## config.mk

```make
export PLATFORM = sky130hd
export DESIGN_NAME = tnns_dist_unit
export DESIGN_NICKNAME = d
export VERILOG_FILES = /design/src/rtl/core/tnns_pkg.sv /design/src/rtl/core/tnns_dist_unit.sv
export SDC_FILE = /design/constraint.sdc
export NUM_CORES = 2
export LEC_CHECK = 0
export ABC_AREA = 1
export BUFFER_PORTS_ARGS = -buffer_cell sky130_fd_sc_hd__buf_2
export CORE_AREA = 2 2 369 371
export CTS_CLUSTER_SIZE = 10
export DETAILED_ROUTE_END_ITERATION = 10
export DIE_AREA = 0 0 371 373
export PLACE_DENSITY = 0.72
export SLEW_MARGIN = 30
export SYNTH_ARGS = -nofsm -noshare
export SYNTH_HDL_FRONTEND = slang
export SYNTH_SLANG_ARGS = --single-unit
```

## constraint.sdc

```tcl
create_clock -name clk -period 15.4 [get_ports clk]
set_input_delay 0.77 -clock clk [delete_from_list [all_inputs] [get_ports clk]]
set_output_delay 0.77 -clock clk [all_outputs]
set_load 0.02 [all_outputs]
```

## src/rtl/core/tnns_pkg.sv

```systemverilog
// tree nearest node search: shared types, widths and codes
// used by the channel interfaces, the node memory, the distance unit and the top level
package tnns_pkg;

  localparam int MAX_NODES_DEF = 2048;
  localparam int JOINTS        = 6;
  localparam int ANGLE_W       = 16;
  localparam int NODE_IDX_W    = 11;
  localparam int PARENT_W      = 12;
  localparam int DIST_W        = 35;
  localparam int SQ_W          = 2 * ANGLE_W;
  localparam int PAIR_W        = SQ_W + 1;
  localparam int QUAD_W        = SQ_W + 2;
  localparam int PAIR_N        = (JOINTS + 1) / 2;
  localparam int QUAD_N        = (PAIR_N + 1) / 2;

  localparam logic [PARENT_W-1:0] NO_PARENT = '1;

  typedef enum logic [1:0] {
    MODE_START   = 2'd0,
    MODE_APPEND  = 2'd1,
    MODE_NEAREST = 2'd2,
    MODE_READ    = 2'd3
  } mode_t;

  typedef enum logic [1:0] {
    STAT_OK         = 2'd0,
    STAT_NO_ROOM    = 2'd1,
    STAT_EMPTY      = 2'd2,
    STAT_NOT_STORED = 2'd3
  } status_t;

  typedef logic signed [ANGLE_W-1:0] angle_t;
  typedef angle_t [JOINTS-1:0] angle_vec_t;

  typedef struct packed {
    angle_vec_t          angle;
    logic [PARENT_W-1:0] parent;
  } node_row_t;

  typedef struct packed {
    status_t               status;
    logic [NODE_IDX_W-1:0] node_index;
    logic [DIST_W-1:0]     dist_sq;
    angle_vec_t            angle;
    logic [PARENT_W-1:0]   parent;
  } result_t;

endpackage

```

## src/rtl/core/tnns_dist_unit.sv

```systemverilog
// pipelined squared joint-space distance unit, one node row per cycle
// abs diff, square, two add stages and a final sum; depends on tnns_pkg
module tnns_dist_unit #(
  parameter int TAG_W = $clog2(tnns_pkg::MAX_NODES_DEF)
) (
  input  logic                        clk,
  input  logic                        rst_n,
  input  logic                        in_valid,
  input  logic [TAG_W-1:0]            in_tag,
  input  tnns_pkg::angle_vec_t        row,
  input  tnns_pkg::angle_vec_t        target,
  output logic                        out_valid,
  output logic [TAG_W-1:0]            out_tag,
  output logic [tnns_pkg::DIST_W-1:0] out_sum
);
  import tnns_pkg::*;

  logic [4:0]                         vld_r;
  logic [4:0][TAG_W-1:0]              tag_r;
  logic [JOINTS-1:0][ANGLE_W:0]       diff_c;
  logic [JOINTS-1:0][ANGLE_W-1:0]     abs_r;
  logic [2*PAIR_N-1:0][SQ_W-1:0]      sq_r;
  logic [2*QUAD_N-1:0][PAIR_W-1:0]    pair_r;
  logic [QUAD_N-1:0][QUAD_W-1:0]      quad_r;
  logic [DIST_W-1:0]                  sum_c;
  logic [DIST_W-1:0]                  sum_r;

  always_comb begin
    for (int j = 0; j < JOINTS; j++) begin
      diff_c[j] = {row[j][ANGLE_W-1], row[j]} - {target[j][ANGLE_W-1], target[j]};
    end
  end

  always_comb begin
    sum_c = '0;
    for (int q = 0; q < QUAD_N; q++) begin
      sum_c = sum_c + DIST_W'(quad_r[q]);
    end
  end

  always_ff @(posedge clk) begin
    if (!rst_n) begin
      vld_r <= '0;
    end else begin
      vld_r <= {vld_r[3:0], in_valid};
    end
  end

  always_ff @(posedge clk) begin
    tag_r <= {tag_r[3:0], in_tag};
    for (int j = 0; j < JOINTS; j++) begin
      abs_r[j] <= diff_c[j][ANGLE_W] ? ANGLE_W'(~diff_c[j] + 1'b1) : diff_c[j][ANGLE_W-1:0];
    end
    // odd joint counts pad the last pair with zero
    for (int j = 0; j < 2 * PAIR_N; j++) begin
      sq_r[j] <= (j < JOINTS) ? abs_r[j] * abs_r[j] : '0;
    end
    for (int p = 0; p < 2 * QUAD_N; p++) begin
      pair_r[p] <= (p < PAIR_N) ? {1'b0, sq_r[2*p]} + {1'b0, sq_r[2*p+1]} : '0;
    end
    for (int q = 0; q < QUAD_N; q++) begin
      quad_r[q] <= {1'b0, pair_r[2*q]} + {1'b0, pair_r[2*q+1]};
    end
    sum_r <= sum_c;
  end

  assign out_valid = vld_r[4];
  assign out_tag   = tag_r[4];
  assign out_sum   = sum_r;

endmodule
```

Word level (Yosys, flattened, before mapping)
Index checks and enable logic that the tools add are counted.
- ROM bits: 0
- bits in latches: 0
- output and inout port bits: 47
- memories kept: 0
- logic and storage cells: 59
- flip-flop bits (word level): 549
- memory bits (writable): 0
- muxes and demuxes: 6
- shift-type cells: 0
- reduce and logical (&&, ||, !) cells: 0
- div/mod/pow operators: 0
- $add $sub $neg: 17
- bitwise operators: 6
- magnitude comparators: 0
- eq/ne operators: 0
- multipliers: 6
- operators by type and width (kind ; count):
    multiplier 16 x 16 -> 32 bit ; 6
    subtractor 16 x 16 -> 17 bit ; 6
    adder 32 x 32 -> 33 bit ; 3
    adder 16 x 1 -> 16 bit, second input constant ; 6
    2-to-1 mux 16 bit ; 6
    NOT 16 bit ; 6
    adder 34 x 33 -> 35 bit ; 1
    adder 33 x 33 -> 34 bit ; 1

Logic depth before layout (Yosys ltp)
- depth in word-level cells: 4
- depth in mapped cells: 27
- depth with buffers taken out: 25

Least setup slack after synthesis
Ideal clock, no wire load.
- path type: reg2reg
- from: register abs_r[8] in the netlist's numbering
- to: register sq_r[25] in the netlist's numbering
- cell stages (with the launch flop): 22
- path buffers: 2
- library setup time: 0.072 ns
- period minus slack after synthesis: 5.339 ns
- path slack: 10.061 ns
- data arrival time: 5.267 ns
- required time: 15.328 ns
- cells stage by stage: dfxtp_1 > clkbuf_1 > clkbuf_1 > nand2_1 > fa_1 > inv_1 > fa_1 > inv_1 > fa_1 > inv_1 > fa_1 > fa_1 > inv_1 > fa_1 > inv_1 > ha_1 > a21oi_1 > o21ai_0 > a21oi_1 > nand3_1 > a21oi_1 > xnor2_1
- cells in the longest elaborated chain, start to end: 1
- RTL lines (element ; RTL line ; text):
    from (decl) ; tnns_dist_unit.sv:21 ; logic [JOINTS-1:0][ANGLE_W-1:0] abs_r;
    from (signal, indexed assignment) ; tnns_dist_unit.sv:52 ; abs_r[j] <= diff_c[j][ANGLE_W] ? ANGLE_W'(~diff_c[j] + 1'b1) : diff_c[j][ANGLE_W-1:0];
    multiplier 16 x 16 -> 32 bit ; tnns_dist_unit.sv:56 ; sq_r[j] <= (j < JOINTS) ? abs_r[j] * abs_r[j] : '0;
    to (signal, indexed assignment) ; tnns_dist_unit.sv:56 ;
    to (decl) ; tnns_dist_unit.sv:22 ; logic [2*PAIR_N-1:0][SQ_W-1:0] sq_r;
Every way passes these cells.
A chain may end at the register's enable or synchronous reset.

Worst setup path in the final report
- from: register abs_r[6] in the netlist's numbering
- to: register sq_r[21] in the netlist's numbering
The elaborated chain is that of the path after synthesis.

==> impl_table.tex <==
\begin{tabular}{lr}
\hline
Metric & Value \\
\hline
\multicolumn{2}{l}{\textbf{Worst hold path}} \\
\quad Type of the most critical hold path & primary input to flip-flop \\
\multicolumn{2}{l}{\textbf{Worst setup path}} \\
\quad Critical path required time & about 16 ns \\
\quad Kind of critical path & flip-flop to flip-flop \\
\quad Crit path max-delay family & adder cells \\
\quad Most used cell, CP & fa\_1 \\
\quad Cell-by-cell trace of the critical path & nand2\_1, fa\_1, inv\_1, fa\_1, inv\_1, fa\_1, inv\_1, fa\_1, fa\_1, inv\_1, fa\_1, inv\_1, ha\_1, a21oi\_1, o21ai\_0, a21oi\_1, nand3\_1, xor2\_1 \\
\quad Critical Path Slowest Stage Cell & dfxtp\_1 \\
\quad Critical path arrival & about 6.6 ns \\
\quad Crit path buf inv count & 5 \\
\quad Kind of end point of the critical path & flip-flop \\
\quad Element type at the critical path start & flip-flop \\
\quad Largest stage delay on the critical path & 0.79 ns \\
\quad Critical path fanouts, max & 16 \\
\multicolumn{2}{l}{\textbf{Floorplan}} \\
\quad Total die area & roughly 0.14 sq mm \\
\quad Die X & $\sim$370 microns \\
\quad Die Y-Extent & about 370 microns \\
\quad Starting utilization of the core area & 54.5\% \\
\quad Placement Rows & 135 \\
\quad Total I/O pin count & 253 \\
\quad Placeable core region & roughly 0.13 sq mm \\
\multicolumn{2}{l}{\textbf{STA}} \\
\quad Number of pins exceeding their max-slew limit in the final report & 0 \\
\quad Shortest period the worst path allows & 6.07 ns \\
\quad Highest clock rate & about 160 MHz \\
\quad Period utilization & 39.4\% \\
\quad Slew of the pin with the lowest slew margin & roughly 0.97 ns \\
\quad Setup TNS & 0 ns \\
\quad Headroom to the max-slew limit & between 30\% and 40\% \\
\quad Setup clock skew after layout & 0.0332 ns \\
\quad Unrepaired setup endpoints after global routing & false \\
\quad Finish-stage setup viols & 0 \\
\quad Final Hold Fails & 0 \\
\multicolumn{2}{l}{\textbf{Detailed routing}} \\
\quad Amount of wire on met2 after detailed routing & 86800 microns \\
\quad Antenna-violating nets left & 0 \\
\quad Max Used Layer & met4 \\
\quad First-pass iteration count of the detailed router & 6 \\
\quad Length of routed wiring on met1 & between 70000 and 80000 microns \\
\quad Detailed-routed wire length on met3 & 7770 microns \\
\quad Number of remaining DRC errors & 0 \\
\quad Number of violations reported at the end of detailed-routing iteration 0 & about 3300 \\
\quad Total wire length & around 180000 microns \\
\quad Number of vias per cell after detailed routing & around 5 \\
\quad Count of vias placed by the detailed router & roughly 59000 \\
\quad Drt wl/cell & between 15 and 20 microns \\
\multicolumn{2}{l}{\textbf{Logic synthesis}} \\
\quad Post-Syn Area per Cell & 7.62 sq um \\
\quad Number of library cell types mapped by synthesis & 44 \\
\quad Proportion of netlist area held by the largest area contributor & a little over a quarter \\
\quad Most instantiated flip-flop cell in the synthesis netlist & dfxtp\_1 \\
\quad Syn Nets & 11700 \\
\quad Count of yosys warnings during synthesis & 0 \\
\quad Count of flip-flops with a built-in enable after synthesis & 0 \\
\quad Async S/R FF share, synth & 0\% \\
\quad Combined area of all synthesized cells & around 0.073 sq mm \\
\quad Flops \& latches, synth & roughly 540 \\
\quad Post-Syn Instances & around 9600 \\
\quad Library cell with the largest summed area after synthesis & fa\_1 \\
\quad Sequential cell area fraction in the yosys report & about 15\% \\
\quad Top area cells in the synthesized netlist & fa\_1 (27\%), dfxtp\_1 (15\%), ha\_1 (15\%), inv\_1 (12\%), nand2\_1 (11\%) \\
\multicolumn{2}{l}{\textbf{Global route}} \\
\quad Largest net degree at the start of global routing & 19 \\
\quad Wire length of the first global-routing pass & between 300000 and 400000 microns \\
\quad Global-route usage over all layers & a little over a quarter \\
\quad Via count of the first global-routing pass & 62500 \\
\quad Number of antenna violations at the first check in global routing & 4 \\
\quad Total global routing overflow & 0 \\
\multicolumn{2}{l}{\textbf{Clock network}} \\
\quad Number of setup buffers added after CTS & 0 \\
\quad Clk root buf & clkbuf\_16 \\
\quad Number of hold buffers added after cts & 0 \\
\quad CTS H-Tree Depth & 3 \\
\quad Clock Path Buffers & 3 \\
\quad Cells resized by post-CTS repair & 0 \\
\quad Source-to-sink clock delay at the later pin of the worst-skew pair & between 0.6 and 0.7 ns \\
\quad Clock sink count & between 500 and 600 \\
\quad Clk slew on worst S/H paths & $\sim$0.050 ns \\
\quad Number of CTS-inserted buffers & 72 \\
\quad Clock tree from TritonCTS & built \\
\multicolumn{2}{l}{\textbf{Cells and area}} \\
\quad Commonest cells after routing, fill and taps aside & inv\_1 (2403), nand2\_1 (2208), fa\_1 (980) \\
\quad Nets & $\sim$12000 \\
\quad Share of final-layout standard cells stronger than drive strength 1 & 4.62\% \\
\quad Layout overhead on the synthesized area & 6.78\% \\
\quad Leading cell type in the layout, fill and taps excluded & inv\_1 \\
\multicolumn{2}{l}{\textbf{Job}} \\
\quad Maximum capacitance violations & 0 \\
\multicolumn{2}{l}{\textbf{Run status}} \\
\quad Result of the run & completed \\
\multicolumn{2}{l}{\textbf{Placement}} \\
\quad Routability-driven placement congestion ratio & about 0.95 \\
\quad PortBufs & 252 \\
\quad Sum of net half-perimeters after detailed placement & between 150000 and 200000 microns \\
\hline
\end{tabular}
metrics by stage:
stage               util (%)  setup WS, ns  cells  area, sq um  hold slack, ns
finish                  58.2          9.33  11600        78300           0.203
global route            58.2          8.94  11600        78300           0.169
CTS                     58.2          9.35  11600        78300           0.149
detailed placement      56.4          9.37  11500        76000           0.312
global placement        56.4          9.44  11500        76000           0.310
floorplan                  -         10.06   9627        73300           0.310
area by class of cell:
class,instances,area (sq um)
Fill cell,12500,56300
Multi-Input combinational cell,6480,52600
Sequential cell,543,10900
Inverter,2407,9030
Tap cell,1781,2230
Clock buffer,90,1980
Timing Repair Buffer,252,1260
Clock inverter,21,320
Antenna cell,2,5.00
worst paths after layout:
path               from    endpoint  slack [ns]  cells past startpoint
max            abs_r[6]    sq_r[21]        9.33                     18
min           in_tag[4]    tag_r[4]        0.20                      1
max reg2reg    abs_r[6]    sq_r[21]        9.33                     18
min reg2reg  pair_r[97]  quad_r[65]        0.32                      0
flip-flops by register name, summed over array words and instances, names as in the netlist:
name and cells:
quad_r 67, abs_r 96, out_sum 35, sq_r 186, tag_r 44, pair_r 99, vld_r 5, out_tag 11
cells by family after synthesis:
family,Yosys count,synth area share [%]
DFF,543,14.8
adders and majority gates,1846,41.5
and+or+nand+nor,3310,18.4
buffers and inverters,2604,13.4
AOI/OAI and AO/OA,908,6.79
xor gates and xnor gates,416,5.00
cells in the mapped netlist, types with 30 or more instances:
cell type,instances
xor2_1,286
a21oi_1,483
xnor2_1,128
a21o_1,38
fa_1,980
ha_1,866
inv_1,2403
nand2_2,30
nand3_1,326
nand2_1,2208
o21ai_0,230
nor2_1,518
nor3_1,63
dfxtp_1,543
clkbuf_1,180
nand4_1,71
o21bai_1,33
routing by layer:
metal | track usage (%) | vias to the layer above
li1 | - | 29200
met1 | 34.4 | 28500
met2 | 46.3 | 1398
met3 | 2.74 | 314
met4 | 7.21 | 0
met5 | 0 | -
Power is not shown: default switching activity piles up to over one toggle a cycle in this logic, so the estimate is an artifact.
